**config.mk**
```make
export PLATFORM = sky130hd
export DESIGN_NAME = octant_line_rasterizer
export DESIGN_NICKNAME = d
export VERILOG_FILES = /design/src/sv/olr_pkg.sv /design/src/sv/olr_setup.sv /design/src/sv/octant_line_rasterizer.sv
export SDC_FILE = /design/constraint.sdc
export NUM_CORES = 1
export LEC_CHECK = 0
export ABC_CLOCK_PERIOD_IN_PS = 8600
export BUFFER_PORTS_ARGS = -buffer_cell sky130_fd_sc_hd__buf_2
export CORE_ASPECT_RATIO = 0.75
export CORE_MARGIN = 3
export CORE_UTILIZATION = 65
export CTS_BUF_LIST = sky130_fd_sc_hd__clkbuf_4 sky130_fd_sc_hd__clkbuf_8 sky130_fd_sc_hd__clkbuf_16
export DETAILED_ROUTE_END_ITERATION = 12
export PLACE_DENSITY = 0.84
export SLEW_MARGIN = 20
export SYNTH_ARGS = -nofsm -noshare
export SYNTH_HDL_FRONTEND = slang
export SYNTH_SLANG_ARGS = --single-unit
```
**constraint.sdc**
```tcl
create_clock -name clk_i -period 8.6 [get_ports clk_i]
set_input_delay 0.86 -clock clk_i [delete_from_list [all_inputs] [get_ports clk_i]]
set_output_delay 0.86 -clock clk_i [all_outputs]
set_load 0.01 [all_outputs]
```
**src/sv/olr_pkg.sv**
```systemverilog
`timescale 1ns / 1ps
// Shared types and codes for the octant line rasterizer.
package olr_pkg;

  // Request opcodes
  localparam logic OP_START = 1'b0;
  localparam logic OP_STEP  = 1'b1;

  // Eight line zones; ZONE0 is the reference zone 0 <= dy < dx
  typedef enum logic [2:0] {
    ZONE0, ZONE1, ZONE2, ZONE3, ZONE4, ZONE5, ZONE6, ZONE7
  } zone_e;

endpackage

```
**src/sv/olr_setup.sv**
```systemverilog
`timescale 1ns / 1ps
// Line setup: zone classification, mapping into zone 0 and decision terms.
module olr_setup import olr_pkg::*; #(
  parameter int COORD_BITS = 12
) (
  input  logic signed [COORD_BITS-1:0] x_start_i,
  input  logic signed [COORD_BITS-1:0] y_start_i,
  input  logic signed [COORD_BITS-1:0] x_end_i,
  input  logic signed [COORD_BITS-1:0] y_end_i,
  output logic signed [COORD_BITS:0]   walk_x_o,
  output logic signed [COORD_BITS:0]   walk_y_o,
  output logic signed [COORD_BITS:0]   walk_end_x_o,
  output logic signed [COORD_BITS+2:0] decision_o,
  output logic signed [COORD_BITS+2:0] step_east_o,
  output logic signed [COORD_BITS+2:0] step_diagonal_o,
  output zone_e                        zone_o,
  output logic                         active_o
);

  localparam int WalkW = COORD_BITS + 1;
  localparam int DecW  = COORD_BITS + 3;

  logic signed [WalkW-1:0] xs, ys, xe, ye, dx, dy;
  logic        [WalkW-1:0] adx, ady, major, minor;
  logic signed [DecW-1:0]  maj_w, min_w;
  logic                    x_major;

  assign xs = WalkW'(x_start_i);
  assign ys = WalkW'(y_start_i);
  assign xe = WalkW'(x_end_i);
  assign ye = WalkW'(y_end_i);
  assign dx = xe - xs;
  assign dy = ye - ys;

  assign adx = dx[WalkW-1] ? WalkW'(-dx) : WalkW'(dx);
  assign ady = dy[WalkW-1] ? WalkW'(-dy) : WalkW'(dy);
  assign x_major = adx > ady;

  always_comb begin
    case ({dx[WalkW-1], dy[WalkW-1]})
      2'b00:   zone_o = x_major ? ZONE0 : ZONE1;
      2'b01:   zone_o = x_major ? ZONE7 : ZONE6;
      2'b11:   zone_o = x_major ? ZONE4 : ZONE5;
      default: zone_o = x_major ? ZONE3 : ZONE2;
    endcase
  end

  // Start point and end x folded into zone 0
  always_comb begin
    unique case (zone_o)
      ZONE1: begin walk_x_o = ys;  walk_y_o = xs;  walk_end_x_o = ye;  end
      ZONE2: begin walk_x_o = ys;  walk_y_o = -xs; walk_end_x_o = ye;  end
      ZONE3: begin walk_x_o = -xs; walk_y_o = ys;  walk_end_x_o = -xe; end
      ZONE4: begin walk_x_o = -xs; walk_y_o = -ys; walk_end_x_o = -xe; end
      ZONE5: begin walk_x_o = -ys; walk_y_o = -xs; walk_end_x_o = -ye; end
      ZONE6: begin walk_x_o = -ys; walk_y_o = xs;  walk_end_x_o = -ye; end
      ZONE7: begin walk_x_o = xs;  walk_y_o = -ys; walk_end_x_o = xe;  end
      default: begin walk_x_o = xs; walk_y_o = ys; walk_end_x_o = xe;  end
    endcase
  end

  // In zone 0, dx' is the larger magnitude and dy' the smaller
  assign major = x_major ? adx : ady;
  assign minor = x_major ? ady : adx;
  assign maj_w = signed'(DecW'(major));
  assign min_w = signed'(DecW'(minor));

  assign decision_o      = (min_w <<< 1) - maj_w;
  assign step_east_o     = min_w <<< 1;
  assign step_diagonal_o = (min_w - maj_w) <<< 1;
  assign active_o        = |major;

endmodule

```
**src/sv/octant_line_rasterizer.sv**
```systemverilog
`timescale 1ns / 1ps
// Top level of the eight-zone midpoint line rasterizer.
//
// Usage: a start request (op_i = OP_START) loads a line from its two
// endpoints and produces no pixel. Each step request (op_i = OP_STEP)
// advances one pixel along the line and produces it, with last_pixel_o
// set on the end point. The start point itself is never produced, so a
// zero-length line produces nothing; steps with no line active are
// consumed silently. A new start replaces any line in progress.
// Channels: valid/stall on both sides; a request moves when valid is high
// and stall is low.
// Each pixel is registered in the main entry, or the skid entry on a stall.
// One request per cycle unless stalled; setup and the step update are each one
// pass of logic from the accepted request into the line and output registers.
// Output stall: a two-entry output (main register plus skid register) keeps
// the input open while one pixel waits; in_stall_o rises only once the skid
// register is occupied, and is driven from a register.
// Reset: rst_ni clears the line state (no line active) and both output
// entries; no clearing pass is needed.
module octant_line_rasterizer import olr_pkg::*; #(
  parameter int COORD_BITS = 12
) (
  input  logic                         clk_i,
  input  logic                         rst_ni,
  input  logic                         in_valid_i,
  output logic                         in_stall_o,
  input  logic                         op_i,
  input  logic signed [COORD_BITS-1:0] x_start_i,
  input  logic signed [COORD_BITS-1:0] y_start_i,
  input  logic signed [COORD_BITS-1:0] x_end_i,
  input  logic signed [COORD_BITS-1:0] y_end_i,
  output logic                         out_valid_o,
  input  logic                         out_stall_i,
  output logic signed [COORD_BITS-1:0] pixel_x_o,
  output logic signed [COORD_BITS-1:0] pixel_y_o,
  output logic                         last_pixel_o
);

  localparam int WalkW = COORD_BITS + 1;
  localparam int DecW  = COORD_BITS + 3;

  // Line state (zone-0 space)
  logic signed [WalkW-1:0] walk_x_q, walk_y_q, walk_end_x_q;
  logic signed [DecW-1:0]  decision_q, step_east_q, step_diagonal_q;
  zone_e                   zone_q;
  logic                    active_q;

  // Setup results for a start request
  logic signed [WalkW-1:0] su_walk_x, su_walk_y, su_end_x;
  logic signed [DecW-1:0]  su_decision, su_step_east, su_step_diagonal;
  zone_e                   su_zone;
  logic                    su_active;

  // Step results
  logic signed [WalkW-1:0] wx_n, wy_n, px, py;
  logic signed [DecW-1:0]  dec_n;
  logic                    last_n;

  // Output main and skid entries
  logic                         out_valid_q, skid_valid_q;
  logic signed [COORD_BITS-1:0] out_x_q, out_y_q, skid_x_q, skid_y_q;
  logic                         out_last_q, skid_last_q;

  logic in_fire, step_fire, pix_valid;

  olr_setup #(
    .COORD_BITS(COORD_BITS)
  ) u_setup (
    .x_start_i      (x_start_i),
    .y_start_i      (y_start_i),
    .x_end_i        (x_end_i),
    .y_end_i        (y_end_i),
    .walk_x_o       (su_walk_x),
    .walk_y_o       (su_walk_y),
    .walk_end_x_o   (su_end_x),
    .decision_o     (su_decision),
    .step_east_o    (su_step_east),
    .step_diagonal_o(su_step_diagonal),
    .zone_o         (su_zone),
    .active_o       (su_active)
  );

  assign in_stall_o = skid_valid_q;
  assign in_fire    = in_valid_i && !skid_valid_q;
  assign step_fire  = in_fire && (op_i == OP_STEP);
  assign pix_valid  = step_fire && active_q;

  // One midpoint step; a tie takes the diagonal
  always_comb begin
    wx_n = walk_x_q + WalkW'(1);
    if (decision_q[DecW-1]) begin
      wy_n  = walk_y_q;
      dec_n = decision_q + step_east_q;
    end else begin
      wy_n  = walk_y_q + WalkW'(1);
      dec_n = decision_q + step_diagonal_q;
    end
    last_n = wx_n >= walk_end_x_q;
  end

  // Fold the new point back into the line's own zone
  always_comb begin
    unique case (zone_q)
      ZONE1:   begin px = wy_n;  py = wx_n;  end
      ZONE2:   begin px = -wy_n; py = wx_n;  end
      ZONE3:   begin px = -wx_n; py = wy_n;  end
      ZONE4:   begin px = -wx_n; py = -wy_n; end
      ZONE5:   begin px = -wy_n; py = -wx_n; end
      ZONE6:   begin px = wy_n;  py = -wx_n; end
      ZONE7:   begin px = wx_n;  py = -wy_n; end
      default: begin px = wx_n;  py = wy_n;  end
    endcase
  end

  // Line state
  always_ff @(posedge clk_i or negedge rst_ni) begin
    if (!rst_ni) begin
      walk_x_q        <= '0;
      walk_y_q        <= '0;
      walk_end_x_q    <= '0;
      decision_q      <= '0;
      step_east_q     <= '0;
      step_diagonal_q <= '0;
      zone_q          <= ZONE0;
      active_q        <= 1'b0;
    end else if (in_fire) begin
      if (op_i == OP_START) begin
        walk_x_q        <= su_walk_x;
        walk_y_q        <= su_walk_y;
        walk_end_x_q    <= su_end_x;
        decision_q      <= su_decision;
        step_east_q     <= su_step_east;
        step_diagonal_q <= su_step_diagonal;
        zone_q          <= su_zone;
        active_q        <= su_active;
      end else if (active_q) begin
        walk_x_q   <= wx_n;
        walk_y_q   <= wy_n;
        decision_q <= dec_n;
        active_q   <= !last_n;
      end
    end
  end

  // Output register with skid entry
  always_ff @(posedge clk_i or negedge rst_ni) begin
    if (!rst_ni) begin
      out_valid_q  <= 1'b0;
      skid_valid_q <= 1'b0;
    end else if (!out_valid_q || !out_stall_i) begin
      if (skid_valid_q) begin
        out_valid_q  <= 1'b1;
        skid_valid_q <= 1'b0;
      end else begin
        out_valid_q <= pix_valid;
      end
    end else if (pix_valid) begin
      skid_valid_q <= 1'b1;
    end
  end

  always_ff @(posedge clk_i) begin
    if (!out_valid_q || !out_stall_i) begin
      if (skid_valid_q) begin
        out_x_q    <= skid_x_q;
        out_y_q    <= skid_y_q;
        out_last_q <= skid_last_q;
      end else if (pix_valid) begin
        out_x_q    <= px[COORD_BITS-1:0];
        out_y_q    <= py[COORD_BITS-1:0];
        out_last_q <= last_n;
      end
    end else if (pix_valid) begin
      skid_x_q    <= px[COORD_BITS-1:0];
      skid_y_q    <= py[COORD_BITS-1:0];
      skid_last_q <= last_n;
    end
  end

  assign out_valid_o  = out_valid_q;
  assign pixel_x_o    = out_x_q;
  assign pixel_y_o    = out_y_q;
  assign last_pixel_o = out_last_q;

endmodule
```
Word-level counts from Yosys, hierarchy flattened

Cells that the tools add are included.

Flip-flop bits (word level): 137
Logic and storage cells: 114
Bits of input ports: 53
Output and inout bits: 27

Bitwise logic cells: 2
Equal/unequal tests: 17
Add/subtract/negate cells: 16
Reduce and logical (&&, ||, !) cells: 28
Multiplexer cells: 33
Magnitude comparators: 2

Operator list:

| operator                | count |
|---|---|
| $mux W13                | 9 |
| $pmux W13 S3            | 3 |
| $pmux W12 S3            | 2 |
| $neg A12 Y13            | 4 |
| $mux W12                | 4 |
| $mux W15                | 3 |
| $add A15 B15 Y15        | 2 |
| $add A13 B2 Y13 const B | 2 |
| $neg A13 Y13            | 2 |
| $sub A12 B12 Y13        | 2 |
| $eq A3 B3 Y1 const B    | 8 |
| $neg A12 Y12            | 2 |
| $reduce_or A2 Y1        | 12 |
| $sub A14 B13 Y15        | 1 |
| $sub A13 B13 Y14        | 1 |
| $ge A13 B13 Y1          | 1 |
| $gt A13 B13 Y1          | 1 |
| $reduce_or A13 Y1       | 1 |
| $eq A3 B2 Y1 const B    | 4 |
| $mux W1                 | 11 |
| $pmux W3 S3             | 1 |
| $reduce_and A2 Y1       | 4 |
| $eq A3 B1 Y1 const B    | 2 |
| $logic_not A1 Y1        | 4 |
| 8 further kinds         | 12 |

Depth between registers and ports, before layout

Word-level depth: 10
Mapped depth: 36

Hierarchy

A second synthesis with hierarchy kept.

Cell total of the unflattened synthesis: 1796
Area total of the unflattened synthesis: 14679.1 um^2

By module, submodules not included:

| module                 | area each (um^2) | cells each | times used |
|---|---|---|---|
| octant_line_rasterizer | 8968.6           | 933        | 1 |
| olr_setup              | 5710.5           | 863        | 1 |

Worst setup path after synthesis

OpenSTA, ideal clock, no wires.

Path type: input-to-reg
Start: input y_end_i[0]
End: register decision_q[11]
Path slack: 1.013 ns
Stages on the path: 31
Data required time: 8.463 ns
Buffers on the path: 4
Arrival time: 7.450 ns
Library setup time: 0.137 ns
Cells stage by stage: inv_1 ha_1 fa_1 and2b_1 o211a_1 a21boi_2 xnor2_1 nand2b_1 or2_1 o41ai_1 xor2_1 ha_1 and4_1 and2_1 and4_1 clkbuf_1 or2_2 buf_2 buf_1 clkbuf_1 o21ai_0 ha_1 a21o_1 a21oi_1 o21bai_1 a2111oi_0 o21ai_1 a21o_1 a211o_1 a22oi_1 a21oi_1

Cells in the longest elaborated chain, start to end: 7

RTL lines:

| element                | RTL line                      | RTL |
|---|---|---|
| start: declaration     | octant_line_rasterizer.sv:31  | `input logic signed [COORD_BITS-1:0] y_end_i,` |
| $sub A12 B12 Y13 (*)   | olr_setup.sv:33               | `assign dy = ye - ys;` |
| $neg A13 Y13           | olr_setup.sv:36               | `assign ady = dy[WalkW-1] ? WalkW'(-dy) : WalkW'(dy);` |
| $mux W13 (*)           | olr_setup.sv:36               |  |
| $gt A13 B13 Y1         | olr_setup.sv:37               | `assign x_major = adx > ady;` |
| $mux W13 (*)           | olr_setup.sv:64               | `assign minor = x_major ? ady : adx;` |
| via su_step_east[2]    | octant_line_rasterizer.sv:50  | `logic signed [DecW-1:0] su_decision, su_step_east, su_step_diagonal;` |
| $sub A14 B13 Y15 (*)   | olr_setup.sv:68               | `assign decision_o = (min_w <<< 1) - maj_w;` |
| $mux W15 (*)           | octant_line_rasterizer.sv:127 | `if (op_i == OP_START) begin` |
| end signal: assignment | octant_line_rasterizer.sv:131 | `decision_q <= su_decision;` |
| end signal: assignment | octant_line_rasterizer.sv:139 | `decision_q <= dec_n;` |
| end: declaration       | octant_line_rasterizer.sv:44  | `logic signed [DecW-1:0] decision_q, step_east_q, step_diagonal_q;` |

Mark *: on every way through the listed nets, which the timed path passes. The rest lies on a longest branch.
A chain may end at the register's enable or synchronous reset.

Worst setup path in the final report

Start: input x_start_i[4]
End: register decision_q[14]

Cells in the longest elaborated chain, start to end: 7

RTL lines:

| element              | RTL line                      | RTL |
|---|---|---|
| start: declaration   | octant_line_rasterizer.sv:28  | `input logic signed [COORD_BITS-1:0] x_start_i,` |
| $sub A12 B12 Y13 (*) | olr_setup.sv:32               | `assign dx = xe - xs;` |
| $neg A13 Y13         | olr_setup.sv:35               | `assign adx = dx[WalkW-1] ? WalkW'(-dx) : WalkW'(dx);` |
| $mux W13 (*)         | olr_setup.sv:35               |  |
| $gt A13 B13 Y1       | olr_setup.sv:37               |  |
| $mux W13 (*)         | olr_setup.sv:64               |  |
| via su_step_east[2]  | octant_line_rasterizer.sv:50  |  |
| $sub A14 B13 Y15 (*) | olr_setup.sv:68               |  |
| $mux W15 (*)         | octant_line_rasterizer.sv:127 |  |

Marks and branches as above.

==> flow_summary_export.csv <==
group,metric,value,unit
outcome,status,"complete, no violations",
sta,worst_slew_pin_slew,1.085,ns
critical_path,worstSetupEndpointType,"flip-flop",
floorplan,core-area,20720,um^2
sta,setup-violations-final,0,
global_route,globalRoute.totalOverflow,0,
sta,fin_crit_sh,92.08,%
synth,synth_top_flop_cell,"dfrtp_1",
floorplan,design.die.area,23420,um^2
pwr,vdd_drop_max,0.0004564,V
clocking,clk_root_buffer_cell,"clkbuf_16",
pwr,p_leak,6.283,nW
sta,grt_setup_unrepaired,"no",
clocking,post_cts.repair.setup_buffers,0,
place,dp_hpwl,32.70,mm
synth,ys.warnings.count,0,
synth,async_reset_ff_share,62.96,%
synth,syn_area_per_cell,8.226,um^2
drt,route.detailed.vias_per_inst,6.948,
synth,ys_ff_latch,135,
floorplan,initial_core_util,67.77,%
synth,synth_compound_gate_area_share,25.78,%
pwr,power-per-cell-area,455.9,nW/um^2
synth,yosysUniqueCellTypes,115,
critical_path,crit_top_cell,"a21oi_1",
floorplan,die_height,133.3,um
sta,hold_slack,0.3053,ns
sta,timing.final.crit_period,7.919,ns
drt,ant_nets,0,
clocking,post_cts_hold_buffer_count,0,
synth,synth_edf_count,50,
clocking,clock_tree.htree_level_count,4,
place,port_buffers,79,
global_route,grt_start_max_net_pins,67,
sta,fin_skew,0.007850,ns
final_layout,drive_above_1_share,14.03,%
clocking,cts_tree,"built",
clocking,number_of_buffers_created_by_cts,17,
floorplan,boundaryPins,80,
floorplan,die_width,175.7,um
clocking,numClockSinks,135,
final_layout,layout.cells.most_common_list,"162 x nand2_1, 148 x a21oi_1, 131 x nor2_1",
drt,avgRoutedWirePerCell,21.59,um
critical_path,crit_path_max_incr_delay,0.52,ns
sta,timing.slew.headroom,27.50,%
critical_path,data_arrival_time_at_the_worst_slack_endpoint,8.27,ns
synth,synth_cells,1707,
floorplan,row_count,45,
drt,drc,0,
sta,slew_viol_final,0,
clocking,clk_latency,0.43,ns
drt,drtPass1Iterations,6,
synth,synth_area,14040,um^2
critical_path,crit_path_max_fanout,23,
place,place_ws,0.4424,ns
global_route,first_global_vias,12770,
worst_hold_path,holdCritPathClass,"in -> async",
sta,timing_hold_violations_final,0,
global_route,grt_pass1_wl,69.14,mm
critical_path,crit_slowest_cell,"or4_1",
synth,post_synth_fa_ha_maj_area_fraction,8.500,%
critical_path,worst_setup_path_start_kind,"input pin",
final_layout,layout_commonest_cell,"nand2_1",
global_route,track_usage,36.82,%
critical_path,required,8.95,ns
final_layout,area.growth.synth_to_final,8.509,%
final_layout,diodes,0,
clocking,cts.reportedPaths.clkPinSlew,0.06,ns
synth,synthesized_net_count,1853,
global_route,antenna_violations_before_repair,1,
synth,synth-simple-area-share,18.53,%
clocking,max-clock-path-buffers,2,
synth,synth_sequential_area_ratio,25.84,%
critical_path,critPathKind,"in -> reg",
critical_path,critical_path_buf_inv_count,4,
drt,route.final.wire_length,43.94,mm
synth,dominant_combinational_cell_family_by_area_after_synthesis,"compound AO/OA/AOI/OAI gates",
synth,yosys.area_share.xor_xnor,8.197,%
clocking,cts_repair_resize_count,0,
sta,fin_ws,0.6810,ns
critical_path,timing.critical_path.max_delay_family,"compound AO/OA/AOI/OAI gates",
sta,totalNegativeSetupSlack,0,ns
job,max_cap_violations,0,
drt,num_vias,14139,
synth,synth.mux.area_fraction,7.877,%
final_layout,final_net_count,1887,
sta,max_freq,126.3,MHz
drt,drtIter0Drc,2063,
place,globalplace.congestion,1.010,
final_layout,final_core_utilization,73.54,%
synthesized netlist by cell type, types with 14 or more instances:
library cell	count	area share [%]
mux2i_1	19	1.4
buf_2	16	0.57
a221oi_1	18	1.1
or3_1	21	0.94
a21o_1	16	0.86
clkbuf_1	62	1.7
ha_1	89	7.9
o21a_1	19	1.0
o21ai_0	105	3.7
dfrtp_1	85	15
o21ai_1	29	1.0
nor3_1	45	1.6
nand2_1	163	4.4
edfxtp_1	50	11
mux2_2	48	3.8
nand3_1	43	1.5
o32ai_1	14	0.87
nand4_1	15	0.67
a21oi_1	149	5.3
xnor2_1	73	4.6
nor2_1	134	3.6
o211ai_1	21	1.1
mux4_2	16	2.6
xor2_1	49	3.1
inv_1	94	2.5
a211oi_1	23	1.2
nor2b_1	17	0.76
worst register-to-register path: cells and delay by family, from the launching register on:
kind                     cells  cell delay [ns]
multiplexers                 3             1.03
adder cells (fa/ha/maj)      1             0.45
XOR/XNOR                     2             0.40
flip-flops                   1             0.70
AND/OR/NAND/NOR              6             1.51
state kept, by name, summed over array words and instances (netlist names), 3 cells and up:
| signal | count |
|---|---|
| skid_x_q | 12 |
| step_diagonal_q | 14 |
| decision_q | 14 |
| walk_y_q | 12 |
| step_east_q | 13 |
| pixel_x_o | 12 |
| skid_y_q | 12 |
| zone_q | 3 |
| walk_x_q | 13 |
| pixel_y_o | 12 |
| walk_end_x_q | 13 |
where the power goes:
group / switching, W / internal [W] / leakage (nW)
Sequential: 0.000202 / 0.000980 / 1.45
Combinational: 0.00302 / 0.00200 / 4.55
Clock: 0.000284 / 0.000463 / 0.283
Total: 0.00350 / 0.00344 / 6.28
layer usage:
metal	wire (um)	GRT usage, %	vias up	share of wire [%]
li1	-	-	6406	-
met1	18750	54.06	6676	43
met2	18810	53.90	930	43
met3	4752	7.635	125	11
met4	1610	12.97	2	3.7
met5	13	0	-	0.030
kinds of logic (layout without fill, tap and decap cells):
logic type	after synthesis	in the layout
multiplexers	84	84
AO/OA/AOI/OAI	547	547
AND/OR/NAND/NOR	532	532
adder cells (fa/ha/maj)	93	93
XOR/XNOR	126	126
flip-flops	135	135
buffers and inverters	190	236
cell type report:
type,count,area (um^2)
Sequential cell,135,3628
Clock inverter,10,130.1
Timing Repair Buffer,104,585.6
Clock buffer,21,455.4
Multi-Input combinational cell,1382,9706
Inverter,101,379.1
Fill cell,1622,5483
Tap cell,282,352.8
per-stage QoR:
| stage | power, W | area (um^2) | instances |
|---|---|---|---|
| floorplan | 0.004831 | 14040 | 1707 |
| global placement | 0.005825 | 14650 | 2004 |
| detailed placement | 0.005990 | 14650 | 2004 |
| CTS | 0.006808 | 15240 | 2035 |
| global route | 0.007443 | 15240 | 2035 |
| finish | 0.006947 | 15240 | 2035 |
final timing paths:
check	cells after the start	slack (ns)	end	startpoint
max	32	0.68	decision_q[14]	x_start_i[4]
min	1	0.31	walk_x_q[10]	rst_ni
max reg2reg	12	4.24	pixel_x_o[11]	walk_x_q[0]
min reg2reg	2	0.48	step_diagonal_q[7]	step_diagonal_q[7]
max in group asynchronous	2	7.13	step_east_q[10]	rst_ni
min in group clk_i	2	0.48	step_diagonal_q[7]	step_diagonal_q[7]
Power figures use the tool's default switching activity.
